[src/recurrence_term_by_matrix_power_assert.svh]
// assertion macros shared by the recurrence term block
// included by the files that check their own logic, no other dependencies
`ifndef RECURRENCE_TERM_BY_MATRIX_POWER_ASSERT_SVH
`define RECURRENCE_TERM_BY_MATRIX_POWER_ASSERT_SVH

`ifndef SYNTH

// property that must hold in the same cycle
`define RTBMP_ASSERT(lbl, clk, rst_n, prop, msg) \
  lbl: assert property (@(posedge clk) disable iff (!rst_n) (prop)) \
    else $error(msg);

// consequence that must hold in the cycle after the antecedent
`define RTBMP_ASSERT_NEXT(lbl, clk, rst_n, ante, cons, msg) \
  lbl: assert property (@(posedge clk) disable iff (!rst_n) (ante) |=> (cons)) \
    else $error(msg);

`else

`define RTBMP_ASSERT(lbl, clk, rst_n, prop, msg)
`define RTBMP_ASSERT_NEXT(lbl, clk, rst_n, ante, cons, msg)

`endif

`endif

[src/rtbmp_pkg.sv]
// shared types and constants of the recurrence term block
// used by the modular unit, the sequencer and the top level
package rtbmp_pkg;

  // field widths
  localparam int unsigned A_BITS     = 16;
  localparam int unsigned B_BITS     = 32;
  localparam int unsigned IDX_BITS   = 32;
  localparam int unsigned M_BITS     = 16;
  localparam int unsigned OUT_BITS   = 16;

  // internal value and exponent widths
  localparam int unsigned VALUE_BITS = 16;
  localparam int unsigned EXP_BITS   = 32;

  // multiplier operand width: wide enough for the radicand
  localparam int unsigned WIDE_BITS  = B_BITS;
  localparam int unsigned CNT_BITS   = $clog2(WIDE_BITS);

  typedef logic [VALUE_BITS-1:0]         value_t;
  typedef logic [EXP_BITS-1:0]           exp_t;
  typedef logic [WIDE_BITS-1:0]          wide_t;
  typedef logic [3:0][VALUE_BITS-1:0]    mat_t;

  // modular unit operations
  typedef enum logic [1:0] {
    OP_MUL,
    OP_ADD,
    OP_SUB
  } op_e;

  // sequencer states
  typedef enum logic [2:0] {
    ST_IDLE,
    ST_ISSUE,
    ST_WAIT,
    ST_LOOP,
    ST_COPY,
    ST_DONE
  } state_e;

  // work phases
  typedef enum logic [1:0] {
    PH_PREP,
    PH_MAT,
    PH_FIN
  } phase_e;

  // setup steps: reduce inputs, build companion matrix and second term
  typedef enum logic [2:0] {
    PS_BMOD,
    PS_AMOD,
    PS_S1,
    PS_ASQ,
    PS_COEF,
    PS_S2MUL,
    PS_S2ADD1,
    PS_S2ADD2
  } prep_step_e;

  // steps of one dot product
  typedef enum logic [1:0] {
    TM_FIRST,
    TM_SECOND,
    TM_SUM
  } term_e;

  // request from the sequencer to the modular unit
  typedef struct packed {
    logic   start;
    op_e    op;
    logic   wide;
    wide_t  x;
    value_t y;
    value_t modulus;
  } req_t;

  // response of the modular unit
  typedef struct packed {
    logic   done;
    value_t result;
  } rsp_t;

  // sequencer status toward the handshake logic
  typedef struct packed {
    logic idle;
    logic res_valid;
  } stat_t;

endpackage

[src/rtbmp_modunit.sv]
// shared modular arithmetic unit: bit-serial x*y mod m, plus single-step add and sub mod m
// depends on rtbmp_pkg
`include "recurrence_term_by_matrix_power_assert.svh"

module rtbmp_modunit (
  input  logic            clk_i,
  input  logic            rst_ni,
  input  rtbmp_pkg::req_t req_i,
  output rtbmp_pkg::rsp_t rsp_o
);
  import rtbmp_pkg::*;

  logic                  busy_q, busy_d;
  logic                  done_q, done_d;
  logic [CNT_BITS-1:0]   cnt_q, cnt_d;
  wide_t                 x_q, x_d;
  value_t                y_q, y_d;
  value_t                r_q, r_d;
  value_t                res_q, res_d;

  logic [VALUE_BITS+1:0] mul_t;
  logic [VALUE_BITS+1:0] mul_red;
  logic [VALUE_BITS+1:0] two_m;
  logic [VALUE_BITS+1:0] one_m;
  logic [VALUE_BITS:0]   sum_t;
  logic [VALUE_BITS:0]   diff_t;
  value_t                r_next;
  value_t                add_res;
  value_t                sub_res;

  // one interleaved step: r = 2r + bit*y, then bring back below m
  always_comb begin
    two_m   = {1'b0, req_i.modulus, 1'b0};
    one_m   = {2'b00, req_i.modulus};
    mul_t   = {1'b0, r_q, 1'b0} + (x_q[WIDE_BITS-1] ? {2'b00, y_q} : '0);
    if (mul_t >= two_m) begin
      mul_red = mul_t - two_m;
    end else if (mul_t >= one_m) begin
      mul_red = mul_t - one_m;
    end else begin
      mul_red = mul_t;
    end
    r_next  = mul_red[VALUE_BITS-1:0];
  end

  // add and subtract mod m, operands already reduced
  always_comb begin
    sum_t  = {1'b0, req_i.x[VALUE_BITS-1:0]} + {1'b0, req_i.y};
    diff_t = {1'b0, req_i.x[VALUE_BITS-1:0]} - {1'b0, req_i.y};
    if (sum_t >= {1'b0, req_i.modulus}) begin
      add_res = value_t'(sum_t - {1'b0, req_i.modulus});
    end else begin
      add_res = sum_t[VALUE_BITS-1:0];
    end
    if (diff_t[VALUE_BITS]) begin
      sub_res = value_t'(diff_t + {1'b0, req_i.modulus});
    end else begin
      sub_res = diff_t[VALUE_BITS-1:0];
    end
  end

  // operation control
  always_comb begin
    busy_d = busy_q;
    done_d = 1'b0;
    cnt_d  = cnt_q;
    x_d    = x_q;
    y_d    = y_q;
    r_d    = r_q;
    res_d  = res_q;
    if (req_i.start) begin
      unique case (req_i.op)
        OP_MUL: begin
          busy_d = 1'b1;
          x_d    = req_i.wide ? req_i.x : (req_i.x << (WIDE_BITS - VALUE_BITS));
          cnt_d  = req_i.wide ? CNT_BITS'(WIDE_BITS - 1) : CNT_BITS'(VALUE_BITS - 1);
          y_d    = req_i.y;
          r_d    = '0;
        end
        OP_ADD: begin
          done_d = 1'b1;
          res_d  = add_res;
        end
        OP_SUB: begin
          done_d = 1'b1;
          res_d  = sub_res;
        end
        default: begin
          done_d = 1'b1;
          res_d  = '0;
        end
      endcase
    end else if (busy_q) begin
      r_d   = r_next;
      x_d   = x_q << 1;
      cnt_d = cnt_q - CNT_BITS'(1);
      if (cnt_q == '0) begin
        busy_d = 1'b0;
        done_d = 1'b1;
        res_d  = r_next;
      end
    end
  end

  // control registers
  always_ff @(posedge clk_i or negedge rst_ni) begin
    if (!rst_ni) begin
      busy_q <= 1'b0;
      done_q <= 1'b0;
      cnt_q  <= '0;
    end else begin
      busy_q <= busy_d;
      done_q <= done_d;
      cnt_q  <= cnt_d;
    end
  end

  // operand and result registers
  always_ff @(posedge clk_i) begin
    x_q   <= x_d;
    y_q   <= y_d;
    r_q   <= r_d;
    res_q <= res_d;
  end

  assign rsp_o.done   = done_q;
  assign rsp_o.result = res_q;

  `RTBMP_ASSERT(a_start_when_free, clk_i, rst_ni, !req_i.start || (!busy_q && !done_q), "request while unit busy")
  `RTBMP_ASSERT(a_result_reduced, clk_i, rst_ni, !done_q || (res_q < req_i.modulus), "unit result not below modulus")

endmodule

[src/rtbmp_seq.sv]
// sequencer: setup of the companion matrix, square-and-multiply loop and final dot product
// depends on rtbmp_pkg; drives the shared modular unit through req_t and rsp_t
`include "recurrence_term_by_matrix_power_assert.svh"

module rtbmp_seq (
  input  logic                                clk_i,
  input  logic                                rst_ni,
  input  logic                                start_i,
  input  logic [rtbmp_pkg::A_BITS-1:0]        base_a_i,
  input  logic [rtbmp_pkg::B_BITS-1:0]        radicand_b_i,
  input  logic [rtbmp_pkg::IDX_BITS-1:0]      term_index_i,
  input  logic [rtbmp_pkg::M_BITS-1:0]        modulus_i,
  input  logic                                take_i,
  output rtbmp_pkg::stat_t                    stat_o,
  output rtbmp_pkg::value_t                   result_o,
  output rtbmp_pkg::req_t                     req_o,
  input  rtbmp_pkg::rsp_t                     rsp_i
);
  import rtbmp_pkg::*;

  state_e               state_q, state_d;
  phase_e               phase_q;
  prep_step_e           step_q;
  term_e                term_q;
  logic [1:0]           elem_q;
  logic                 sq_q;

  logic [A_BITS-1:0]    a_q;
  logic [B_BITS-1:0]    b_q;
  logic [IDX_BITS-1:0]  n_q;
  value_t               m_q;
  value_t               one_q;
  logic                 n_le1_q;
  value_t               amod_q;
  value_t               bmod_q;
  value_t               s1_q;
  value_t               s2_q;
  value_t               acc_q;
  value_t               tmp_q;
  value_t               result_q;
  exp_t                 exp_q;
  mat_t                 p_q;
  mat_t                 q_q;
  mat_t                 t_q;

  value_t               m_in;
  mat_t                 left_mat;
  value_t               left_val;
  value_t               right_val;

  assign m_in = value_t'(modulus_i);

  // matrix operands: left row from product or power matrix, right column from power
  always_comb begin
    left_mat  = sq_q ? p_q : q_q;
    left_val  = left_mat[{elem_q[1], term_q[0]}];
    right_val = p_q[{term_q[0], elem_q[0]}];
  end

  // next state
  always_comb begin
    state_d = state_q;
    unique case (state_q)
      ST_IDLE: begin
        if (start_i) begin
          state_d = (m_in == '0) ? ST_DONE : ST_ISSUE;
        end
      end
      ST_ISSUE: begin
        state_d = ST_WAIT;
      end
      ST_WAIT: begin
        if (rsp_i.done) begin
          unique case (phase_q)
            PH_PREP: begin
              if (step_q == PS_S1 && n_le1_q) begin
                state_d = ST_DONE;
              end else if (step_q == PS_S2ADD2) begin
                state_d = ST_LOOP;
              end else begin
                state_d = ST_ISSUE;
              end
            end
            PH_MAT: begin
              state_d = (term_q == TM_SUM && elem_q == '1) ? ST_COPY : ST_ISSUE;
            end
            PH_FIN: begin
              state_d = (term_q == TM_SUM) ? ST_DONE : ST_ISSUE;
            end
            default: begin
              state_d = ST_IDLE;
            end
          endcase
        end
      end
      ST_LOOP: begin
        state_d = ST_ISSUE;
      end
      ST_COPY: begin
        state_d = sq_q ? ST_LOOP : ST_ISSUE;
      end
      ST_DONE: begin
        if (take_i) begin
          state_d = ST_IDLE;
        end
      end
      default: begin
        state_d = ST_IDLE;
      end
    endcase
  end

  // outputs: unit request and status
  always_comb begin
    req_o.start   = (state_q == ST_ISSUE);
    req_o.modulus = m_q;
    req_o.op      = OP_MUL;
    req_o.wide    = 1'b0;
    req_o.x       = '0;
    req_o.y       = '0;
    unique case (phase_q)
      PH_PREP: begin
        unique case (step_q)
          PS_BMOD: begin
            req_o.wide = 1'b1;
            req_o.x    = wide_t'(b_q);
            req_o.y    = one_q;
          end
          PS_AMOD: begin
            req_o.wide = 1'b1;
            req_o.x    = wide_t'(a_q);
            req_o.y    = one_q;
          end
          PS_S1: begin
            req_o.op = OP_ADD;
            req_o.x  = wide_t'(amod_q);
            req_o.y  = amod_q;
          end
          PS_ASQ: begin
            req_o.x = wide_t'(amod_q);
            req_o.y = amod_q;
          end
          PS_COEF: begin
            req_o.op = OP_SUB;
            req_o.x  = wide_t'(bmod_q);
            req_o.y  = acc_q;
          end
          PS_S2MUL: begin
            req_o.x = wide_t'(s1_q);
            req_o.y = amod_q;
          end
          PS_S2ADD1, PS_S2ADD2: begin
            req_o.op = OP_ADD;
            req_o.x  = wide_t'(s2_q);
            req_o.y  = bmod_q;
          end
          default: begin
            req_o.op = OP_ADD;
          end
        endcase
      end
      PH_MAT: begin
        if (term_q == TM_SUM) begin
          req_o.op = OP_ADD;
          req_o.x  = wide_t'(acc_q);
          req_o.y  = tmp_q;
        end else begin
          req_o.x = wide_t'(left_val);
          req_o.y = right_val;
        end
      end
      PH_FIN: begin
        unique case (term_q)
          TM_FIRST: begin
            req_o.x = wide_t'(q_q[0]);
            req_o.y = s2_q;
          end
          TM_SECOND: begin
            req_o.x = wide_t'(q_q[1]);
            req_o.y = s1_q;
          end
          default: begin
            req_o.op = OP_ADD;
            req_o.x  = wide_t'(acc_q);
            req_o.y  = tmp_q;
          end
        endcase
      end
      default: begin
        req_o.op = OP_ADD;
      end
    endcase
    stat_o.idle      = (state_q == ST_IDLE);
    stat_o.res_valid = (state_q == ST_DONE);
  end

  assign result_o = result_q;

  // control registers: state and step counters
  always_ff @(posedge clk_i or negedge rst_ni) begin
    if (!rst_ni) begin
      state_q <= ST_IDLE;
      phase_q <= PH_PREP;
      step_q  <= PS_BMOD;
      term_q  <= TM_FIRST;
      elem_q  <= '0;
      sq_q    <= 1'b0;
    end else begin
      state_q <= state_d;
      unique case (state_q)
        ST_IDLE: begin
          if (start_i) begin
            phase_q <= PH_PREP;
            step_q  <= PS_BMOD;
          end
        end
        ST_WAIT: begin
          if (rsp_i.done) begin
            if (phase_q == PH_PREP) begin
              step_q <= prep_step_e'(step_q + 3'd1);
            end else if (term_q == TM_SUM) begin
              term_q <= TM_FIRST;
              elem_q <= elem_q + 2'd1;
            end else begin
              term_q <= term_e'(term_q + 2'd1);
            end
          end
        end
        ST_LOOP: begin
          term_q  <= TM_FIRST;
          elem_q  <= '0;
          phase_q <= (exp_q == '0) ? PH_FIN : PH_MAT;
          sq_q    <= ~exp_q[0];
        end
        ST_COPY: begin
          term_q <= TM_FIRST;
          elem_q <= '0;
          sq_q   <= 1'b1;
        end
        default: begin
        end
      endcase
    end
  end

  // datapath registers
  always_ff @(posedge clk_i) begin
    unique case (state_q)
      ST_IDLE: begin
        if (start_i) begin
          a_q      <= base_a_i;
          b_q      <= radicand_b_i;
          n_q      <= term_index_i;
          m_q      <= m_in;
          one_q    <= (m_in == value_t'(1)) ? '0 : value_t'(1);
          n_le1_q  <= (term_index_i <= IDX_BITS'(1));
          result_q <= '0;
        end
      end
      ST_WAIT: begin
        if (rsp_i.done) begin
          unique case (phase_q)
            PH_PREP: begin
              unique case (step_q)
                PS_BMOD: bmod_q <= rsp_i.result;
                PS_AMOD: amod_q <= rsp_i.result;
                PS_S1: begin
                  s1_q     <= rsp_i.result;
                  result_q <= rsp_i.result;
                end
                PS_ASQ:  acc_q  <= rsp_i.result;
                PS_COEF: p_q[1] <= rsp_i.result;
                PS_S2MUL, PS_S2ADD1: s2_q <= rsp_i.result;
                PS_S2ADD2: begin
                  // second term done: companion matrix and identity in place
                  s2_q   <= rsp_i.result;
                  p_q[0] <= s1_q;
                  p_q[2] <= one_q;
                  p_q[3] <= '0;
                  q_q    <= {one_q, value_t'(0), value_t'(0), one_q};
                  exp_q  <= exp_t'(n_q - IDX_BITS'(2));
                end
                default: begin
                end
              endcase
            end
            PH_MAT: begin
              unique case (term_q)
                TM_FIRST:  acc_q     <= rsp_i.result;
                TM_SECOND: tmp_q     <= rsp_i.result;
                default:   t_q[elem_q] <= rsp_i.result;
              endcase
            end
            PH_FIN: begin
              unique case (term_q)
                TM_FIRST:  acc_q    <= rsp_i.result;
                TM_SECOND: tmp_q    <= rsp_i.result;
                default:   result_q <= rsp_i.result;
              endcase
            end
            default: begin
            end
          endcase
        end
      end
      ST_COPY: begin
        if (sq_q) begin
          p_q   <= t_q;
          exp_q <= exp_q >> 1;
        end else begin
          q_q <= t_q;
        end
      end
      default: begin
      end
    endcase
  end

  `RTBMP_ASSERT(a_result_reduced, clk_i, rst_ni, (state_q != ST_DONE) || (m_q == '0) || (result_q < m_q), "result not below modulus")

endmodule

[src/recurrence_term_by_matrix_power.sv]
// Returns S_n mod m of the recurrence S_1 = 2a, S_2 = 2a^2 + 2b,
// S_n = 2a*S_(n-1) + (b - a^2)*S_(n-2), one result per request. The block works on one
// request at a time and is not ready until the sequencer is back in idle; a finished result
// sits in an output register, so the next request is taken while it waits. All arithmetic
// runs on one shared modular unit: a multiply is bit-serial over its operand (the full
// 32-bit width for the two input reductions), an add or subtract is a single step. The run
// time grows with the bit length of n-2 and its number of set bits; n of one or less returns
// after the first term is formed, and a zero modulus skips all arithmetic.
// depends on rtbmp_pkg, rtbmp_modunit and rtbmp_seq
`include "recurrence_term_by_matrix_power_assert.svh"

module recurrence_term_by_matrix_power (
  input  logic                               clk_i,
  input  logic                               rst_ni,
  input  logic                               in_valid_i,
  output logic                               in_ready_o,
  input  logic [rtbmp_pkg::A_BITS-1:0]       base_a_i,
  input  logic [rtbmp_pkg::B_BITS-1:0]       radicand_b_i,
  input  logic [rtbmp_pkg::IDX_BITS-1:0]     term_index_i,
  input  logic [rtbmp_pkg::M_BITS-1:0]       modulus_i,
  output logic                               out_valid_o,
  input  logic                               out_ready_i,
  output logic [rtbmp_pkg::OUT_BITS-1:0]     term_value_o
);
  import rtbmp_pkg::*;

  req_t   req;
  rsp_t   rsp;
  stat_t  stat;
  value_t seq_result;
  logic   start;
  logic   take;

  logic   out_valid_q, out_valid_d;
  value_t term_value_q;

  // request handshake
  assign in_ready_o = stat.idle;
  assign start      = in_valid_i && stat.idle;

  // move a finished result into the output register when it is free
  assign take = stat.res_valid && (!out_valid_q || out_ready_i);

  always_comb begin
    out_valid_d = out_valid_q;
    if (take) begin
      out_valid_d = 1'b1;
    end else if (out_ready_i) begin
      out_valid_d = 1'b0;
    end
  end

  always_ff @(posedge clk_i or negedge rst_ni) begin
    if (!rst_ni) begin
      out_valid_q <= 1'b0;
    end else begin
      out_valid_q <= out_valid_d;
    end
  end

  always_ff @(posedge clk_i) begin
    if (take) begin
      term_value_q <= seq_result;
    end
  end

  assign out_valid_o  = out_valid_q;
  assign term_value_o = OUT_BITS'(term_value_q);

  // sequencer and shared arithmetic unit
  rtbmp_seq u_seq (
    .clk_i        (clk_i),
    .rst_ni       (rst_ni),
    .start_i      (start),
    .base_a_i     (base_a_i),
    .radicand_b_i (radicand_b_i),
    .term_index_i (term_index_i),
    .modulus_i    (modulus_i),
    .take_i       (take),
    .stat_o       (stat),
    .result_o     (seq_result),
    .req_o        (req),
    .rsp_i        (rsp)
  );

  rtbmp_modunit u_modunit (
    .clk_i  (clk_i),
    .rst_ni (rst_ni),
    .req_i  (req),
    .rsp_o  (rsp)
  );

  `RTBMP_ASSERT_NEXT(a_busy_after_accept, clk_i, rst_ni, in_valid_i && in_ready_o, !in_ready_o, "ready right after accepting a request")

endmodule
[config.mk]
export PLATFORM = sky130hd
export DESIGN_NAME = recurrence_term_by_matrix_power
export DESIGN_NICKNAME = d
export VERILOG_FILES = /design/src/rtbmp_pkg.sv /design/src/rtbmp_modunit.sv /design/src/rtbmp_seq.sv /design/src/recurrence_term_by_matrix_power.sv
export VERILOG_INCLUDE_DIRS = /design/src /design/src/src
export SDC_FILE = /design/constraint.sdc
export NUM_CORES = 1
export LEC_CHECK = 0
export BUFFER_PORTS_ARGS = -buffer_cell sky130_fd_sc_hd__buf_2
export CORE_ASPECT_RATIO = 2
export CORE_MARGIN = 4
export CORE_UTILIZATION = 57
export DETAILED_ROUTE_END_ITERATION = 6
export PLACE_DENSITY = 0.75
export REMOVE_ABC_BUFFERS = 1
export SLEW_MARGIN = 20
export SYNTH_ARGS = -nofsm -noshare
export SYNTH_HDL_FRONTEND = slang
export SYNTH_SLANG_ARGS = --single-unit
[constraint.sdc]
create_clock -name clk_i -period 6.79 [get_ports clk_i]
set_clock_uncertainty 0.15 [all_clocks]
set_input_delay 0 -clock clk_i [delete_from_list [all_inputs] [get_ports clk_i]]
set_output_delay 0 -clock clk_i [all_outputs]
set_load 0.01 [all_outputs]
# [Word-level counts from Yosys, hierarchy flattened]
# Index checks and enable logic that the tools add are counted.
[classes] mux=102 eq_ne=37 n_reduce_logical=52 bitwise=2 add_sub_neg=12 n_lt_le_gt_ge=8
[ops] op="2-to-1 mux 64 bit" n=8
[ops] op="2-to-1 mux 16 bit" n=22
[ops] op="2-to-1 mux 32 bit" n=10
[ops] op="case mux 48 bit (6 select lines)" n=1
[ops] op="case mux 64 bit (2 select lines)" n=2
[ops] op="case mux 48 bit (3 select lines)" n=1
[ops] op="case mux 32 bit (2 select lines)" n=2
[ops] op="case mux 16 bit (2 select lines)" n=3
[ops] op="binary-select mux 16 bit (select 2 bit)" n=2
[ops] op="bitwise mux 64 bit" n=1
[ops] op="case mux 16 bit (3 select lines)" n=1
[ops] op="subtractor 16 bit" n=3
[ops] op="demux 16 bit (select 2 bit)" n=1
[ops] op="less-or-equal comparator 32 x 1 -> 1 bit (second input constant)" n=1
[ops] op="logical NOT 32 bit" n=1
[ops] op="AND reduction 4 bit" n=8
[ops] op="subtractor 32 x 2 -> 32 bit (second input constant)" n=1
[ops] op="2-to-1 mux 3 bit" n=10
[ops] op="2-to-1 mux 2 bit" n=10
[ops] op="2-to-1 mux 5 bit" n=4
[ops] op="AND reduction 5 bit" n=4
[ops] op="adder 17 x 16 -> 18 bit" n=1
[ops] op="== test 3 bit (second input constant)" n=6
[ops] op="greater-or-equal comparator 18 x 16 -> 1 bit" n=1
[ops] op="40 further kinds" n=109
[totals] register_bits=566 wordCells=254 output_inout_bits=18 input_bits=100

# [Longest topological paths before layout]
[logic_depth] word_depth=10 mapped_depth=32 depth_no_buf=28

# [By module]
# A second synthesis with hierarchy kept.
[hier_totals] cells_unflattened=2629 hier_area_um2=30362.9
[by_module_without_submodules] mod="rtbmp_seq" instances=1 cells_per_inst=1506 seq_area_each_um2=13357.8 area_each_um2=20234.4
[by_module_without_submodules] mod="rtbmp_modunit" instances=1 cells_per_inst=1102 seq_area_each_um2=2577.5 area_each_um2=9598.0
[by_module_without_submodules] mod="recurrence_term_by_matrix_power" instances=1 cells_per_inst=21 seq_area_each_um2=505.5 area_each_um2=530.5

# [Worst setup path after synthesis]
# No wires, ideal clock.
[synth_path] path_kind="reg2reg" startpoint="register u_seq.step_q[2]" endpoint="register u_modunit.res_q[6], data pin" path_stages_with_launch=32 synth_period_minus_slack_ns=6.932 setup_slack_ns=-0.142 required_time_ns=6.378 setup_time_ns=0.262 arrival_time_ns=6.519 cell_sequence="dfrtp_1 > clkbuf_1 > clkinv_1 > buf_1 > ha_1 > nand2b_1 > clkbuf_1 > nor4_2 > clkbuf_1 > o21ai_0 > nand2_1 > nand2_1 > a21oi_1 > ha_1 > inv_1 > fa_1 > o21bai_1 > nand2_1 > nand3_1 > a31oi_1 > o21bai_1 > xnor2_1 > ha_1 > and3_1 > and4_1 > a211oi_1 > a211oi_1 > a211oi_1 > buf_2 > mux2i_1 > o22ai_1 > or2_2"
[synth_rtl] element="start, declared" line="rtbmp_seq.sv:23" rtl="prep_step_e step_q;"
[synth_rtl] element="start signal, assigned" line="rtbmp_seq.sv:220" rtl="step_q <= prep_step_e'(step_q + 3'd1);"
[synth_rtl] element="end signal, assigned" line="rtbmp_modunit.sv:123" rtl="res_q <= res_d;"
[synth_rtl] element="end, declared" line="rtbmp_modunit.sv:19" rtl="value_t res_q, res_d;"

# [Worst setup path in the final report]
[layout_path] startpoint="register u_seq.step_q[0]" endpoint="register u_modunit.res_q[14], data pin"
[layout_via] elab_chain_cells=9 word_cells_on_any_way=27 cone_classes="add/sub: 4; order compare: 1; eq/ne: 9; mux: 8; reduce/logical: 5"
[layout_lines] element="== test 3 bit / == test 3 x 2 -> 1 bit (equally long branches)" line="rtbmp_seq.sv:123" rtl="unique case (step_q)"
[layout_lines] element="OR reduction 2 bit, on equally long branches"
[layout_lines] element="case mux 48 bit (6 select lines)" line="rtbmp_seq.sv:123"
[layout_lines] element="case mux 48 bit (3 select lines)" line="rtbmp_seq.sv:121" rtl="unique case (phase_q)"
[layout_lines] element="subtractor 16 x 16 -> 17 bit / adder 16 x 16 -> 17 bit (equally long branches)" line="rtbmp_modunit.sv:49, rtbmp_modunit.sv:48"
[layout_lines] element="adder 16 bit, or another cell as far along" line="rtbmp_modunit.sv:56" rtl="sub_res = value_t'(diff_t + {1'b0, req_i.modulus});"
[layout_lines] element="2-to-1 mux 16 bit, on equally long branches" line="rtbmp_modunit.sv:55, rtbmp_modunit.sv:50"
[layout_lines] element="case mux 16 bit (3 select lines) *" line="rtbmp_modunit.sv:72" rtl="unique case (req_i.op)"
[layout_lines] element="2-to-1 mux 16 bit *" line="rtbmp_modunit.sv:71" rtl="if (req_i.start) begin"
[layout_lines] element="net u_modunit.res_d[14]" line="rtbmp_modunit.sv:19"
# Mark *: on every way through the listed nets, which the timed path passes. The rest lies on a longest branch.
# A chain may end at the register's enable or synchronous reset.

==> flow_metrics.py <==
metrics = {
    "sta": {
        "slew_viol_final": 0,
        "maxSlewHeadroom_pct": 26.39,
        "rsz0062_at_grt": "no",
        "max_freq_ghz": 0.1514,
        "period_share_pct": 97.26,
        "worstMarginPinSlew_ns": 1.104,
        "min_period_ns": 6.604,
        "finalHoldViolations": 0,
        "finalSetupViolCount": 0,
        "hold_ws_ns": 0.02110,
    },
    "worst_setup_path": {
        "crit_path_top_delay_cell": "dfrtp_1",
        "worst_path_largest_cell_delay_ns": 0.43,
        "crit_top_cell": "buf_4",
        "critPathKind": "reg -> reg",
        "start_kind": "register",
        "reg2regPathDepth": 31,
        "critPathArrivalTime_ns": 6.82,
        "cp-end-kind": "register",
        "path_max_fanout": 10,
        "cp.buffers_inverters": 8,
        "required_ns": 7.00,
        "reg2reg_setup_slack_ns": 0.19,
        "rr_endpoint": "u_modunit.res_q[14]$_DFFE_PP_",
        "r2r_start": "u_seq.step_q[0]$_DFFE_PN0P_",
        "path_delay_family": "compound AO/OA/AOI/OAI gates",
    },
    "logic_synthesis": {
        "yosysTopAreaCell": "edfxtp_1",
        "synth_cell_types": 82,
        "netlist_instances": 2546,
        "async_flop_share_pct": 3.811,
        "yosysMostFrequentCell": "edfxtp_1",
        "ys_seq_elements": 551,
        "ys_warn_count": 0,
        "netlist.area_leader.share_pct": 53.56,
        "synth_common_cells": "edfxtp_1 (530), nand2_1 (193), nor2_1 (156)",
        "synth-edff-count": 530,
        "synth.avg_cell_area_um2": 11.67,
        "synth_area_leaders": "edfxtp_1 (54%), ha_1 (5.5%), mux2i_1 (4.6%)",
        "yosysSeqAreaShare_pct": 55.33,
        "synth_ff_type": "edfxtp_1",
        "netlist_area_um2": 29720,
    },
    "detailed_routing": {
        "wirelength_mm": 97.90,
        "drt_pass1_iterations": 6,
        "num_vias": 23390,
        "first_iter_violations": 1943,
        "via_per_inst": 6.475,
        "drc": 0,
        "antenna_left": 0,
        "wl_per_cell_um": 27.10,
    },
    "die": {
        "rows": 118,
        "die_h_um": 330.9,
        "core_area_um2": 51670,
        "fp.dieW_um": 169.5,
        "io_pins": 118,
        "start_util_pct": 57.51,
        "die_area_um2": 56070,
    },
    "clock_tree": {
        "cts_sinks": 551,
        "cts_buffers": 49,
        "insertion_delay_ns": 0.63,
        "clock_path_buffers": 3,
        "cts_tree": "yes",
        "path_clk_slew_ns": 0.07,
        "htree_levels": 2,
        "clockRootBuffer": "clkbuf_16",
    },
    "global_routing": {
        "grt_pass1_vias": 24320,
        "grt_start_max_net_pins": 76,
        "grt_use_total_pct": 34.07,
        "grt_overflow": 0,
        "grt_pass1_wl_mm": 143.8,
        "antenna_found_initial": 2,
    },
    "placed_design": {
        "placedCellCount": 3321,
        "port_buffers": 117,
        "post_dp_cell_area_um2": 31800,
        "gp_congestion": 0.9947,
        "dp_hpwl_mm": 70.11,
    },
    "min_path": {
        "hp-class": "in -> reg",
        "hold_depth": 2,
        "worstHoldEndpoint": "u_seq.b_q[13]$_DFFE_PP_",
        "min_from": "radicand_b_i[13]",
    },
    "cells_and_area": {
        "fin_area_um2": 35670,
        "final_cells": 3613,
        "drive_above_1_share_pct": 15.99,
        "fill_cells": 3712,
        "syn_to_final_growth_pct": 20.04,
        "nets": 3148,
    },
    "outcome": {
        "status": "completed",
    },
    "run": {
        "cap_violations": 0,
    },
}
worst max path at each step:
stage	cells past startpoint	startpoint	slack (ns)	end
after floorplan	23	u_seq.term_q[0]$_DFFE_PN0P_	-2.83	u_modunit.res_q[10]$_DFFE_PP_
after global placement	29	u_seq.step_q[0]$_DFFE_PN0P_	-0.17	u_modunit.res_q[6]$_DFFE_PP_
after detailed placement	29	u_seq.step_q[0]$_DFFE_PN0P_	-0.38	u_modunit.res_q[6]$_DFFE_PP_
after CTS	29	u_seq.step_q[0]$_DFFE_PN0P_	0.003	u_modunit.res_q[6]$_DFFE_PP_
after global routing	32	u_seq.step_q[0]$_DFFE_PN0P_	0.02	u_modunit.res_q[3]$_DFFE_PP_
final	31	u_seq.step_q[0]$_DFFE_PN0P_	0.19	u_modunit.res_q[14]$_DFFE_PP_
sequential cells by signal, summed over array words and instances (netlist names), 3 cells and up:
register         cells
u_modunit.res_q     16
u_seq.acc_q         16
u_seq.state_q        3
u_seq.m_q           16
u_seq.s1_q          16
u_seq.t_q           64
u_seq.p_q           64
u_seq.q_q           64
u_seq.result_o      16
u_seq.b_q           32
u_modunit.r_q       16
u_seq.amod_q        16
u_modunit.cnt_q      5
u_seq.n_q           32
u_seq.tmp_q         16
u_modunit.x_q       32
u_seq.step_q         3
u_seq.exp_q         32
u_seq.bmod_q        16
u_seq.s2_q          16
u_seq.a_q           16
u_modunit.y_q       16
term_value_o        16
worst register-to-register path: cells and delay by family (launching register included):
kind	cells	cell delay, ns
buffers and inverters	8	1.42
DFF	1	0.43
xor gates and xnor gates	1	0.07
AOI/OAI and AO/OA	11	2.10
and+or+nand+nor	7	1.11
adders and majority gates	4	1.08
area by class of cell:
cell class                 count  area (um2)  share of cell area [%]
tap                          660       825.8                   2.315
inverter                      93       351.6                  0.9856
clock buffer                  65        1326                   3.718
antenna                        2       5.005                 0.01403
sequential                   551       16450                   46.12
clock inverter                26       297.8                  0.8348
multi-input combinational   1762       12680                   35.55
timing repair buffer         454        3730                   10.46
cells by family (layout without fill, tap and decap cells):
group / after synthesis / in the layout / share of synthesized area [%]
buffers and inverters: 233 / 638 / 3.010
DFF: 551 / 551 / 55.33
muxes: 159 / 159 / 5.444
other: 0 / 2 / 0
and+or+nand+nor: 718 / 718 / 12.28
AOI/OAI and AO/OA: 641 / 641 / 14.84
adders and majority gates: 137 / 137 / 5.945
xor gates and xnor gates: 107 / 107 / 3.154
layer usage:
metal	share of wire, %	track usage [%]	vias to the layer above	wire, um
li1	-	-	10460	-
met1	31	33.26	11400	30680
met2	54	64.64	1145	53010
met3	5.5	4.335	390	5399
met4	9.0	24.47	0	8811
met5	0	0	-	0
stage by stage:
step           worst slack (ns)  utilization (%)  TNS, ns
3_3_place_gp            -0.1671            61.54   -1.301
6_report                 0.1862            69.03        0
5_1_grt                 0.01940            69.03        0
2_1_floorplan            -2.832                -  -117.25
4_1_cts                0.002997            68.49        0
3_5_place_dp            -0.3759            61.54   -4.684
cells in the final DEF, fill, tap and decap left out, types with 20 or more instances in the layout:
cell type / netlist / routed
a22o_1: 20 / 20
inv_1: 89 / 87
xor2_1: 31 / 31
dlygate4sd3_1: 0 / 191
o211ai_1: 27 / 27
mux2i_1: 138 / 138
mux2_2: 21 / 21
nand2_1: 193 / 191
buf_2: 10 / 117
or2_2: 24 / 24
nor4_1: 30 / 30
o21ai_0: 112 / 109
a22oi_1: 40 / 40
edfxtp_1: 530 / 530
nor2b_1: 22 / 22
buf_4: 2 / 132
nor2_1: 156 / 151
a21o_1: 58 / 57
nand3_1: 37 / 37
nor3_1: 46 / 43
and3_1: 85 / 84
a221oi_1: 54 / 51
ha_1: 130 / 124
clkbuf_16: 0 / 50
and2_1: 25 / 24
a21oi_1: 133 / 126
xnor2_1: 76 / 75
timing repair:
action | 4_1_cts | 5_1_grt
pin swaps | 0 | 18
gates cloned | 0 | 1
setup endpoints to repair | 16 | 16
buffers inserted | 0 | 7
hold buffers | 192 | 0
hold endpoints to repair | 127 | 0
resized for setup | 6 | 47
Power is left out: the tool's default activity adds up to more than one toggle a clock period on the data nets, which glitch-free logic cannot reach.
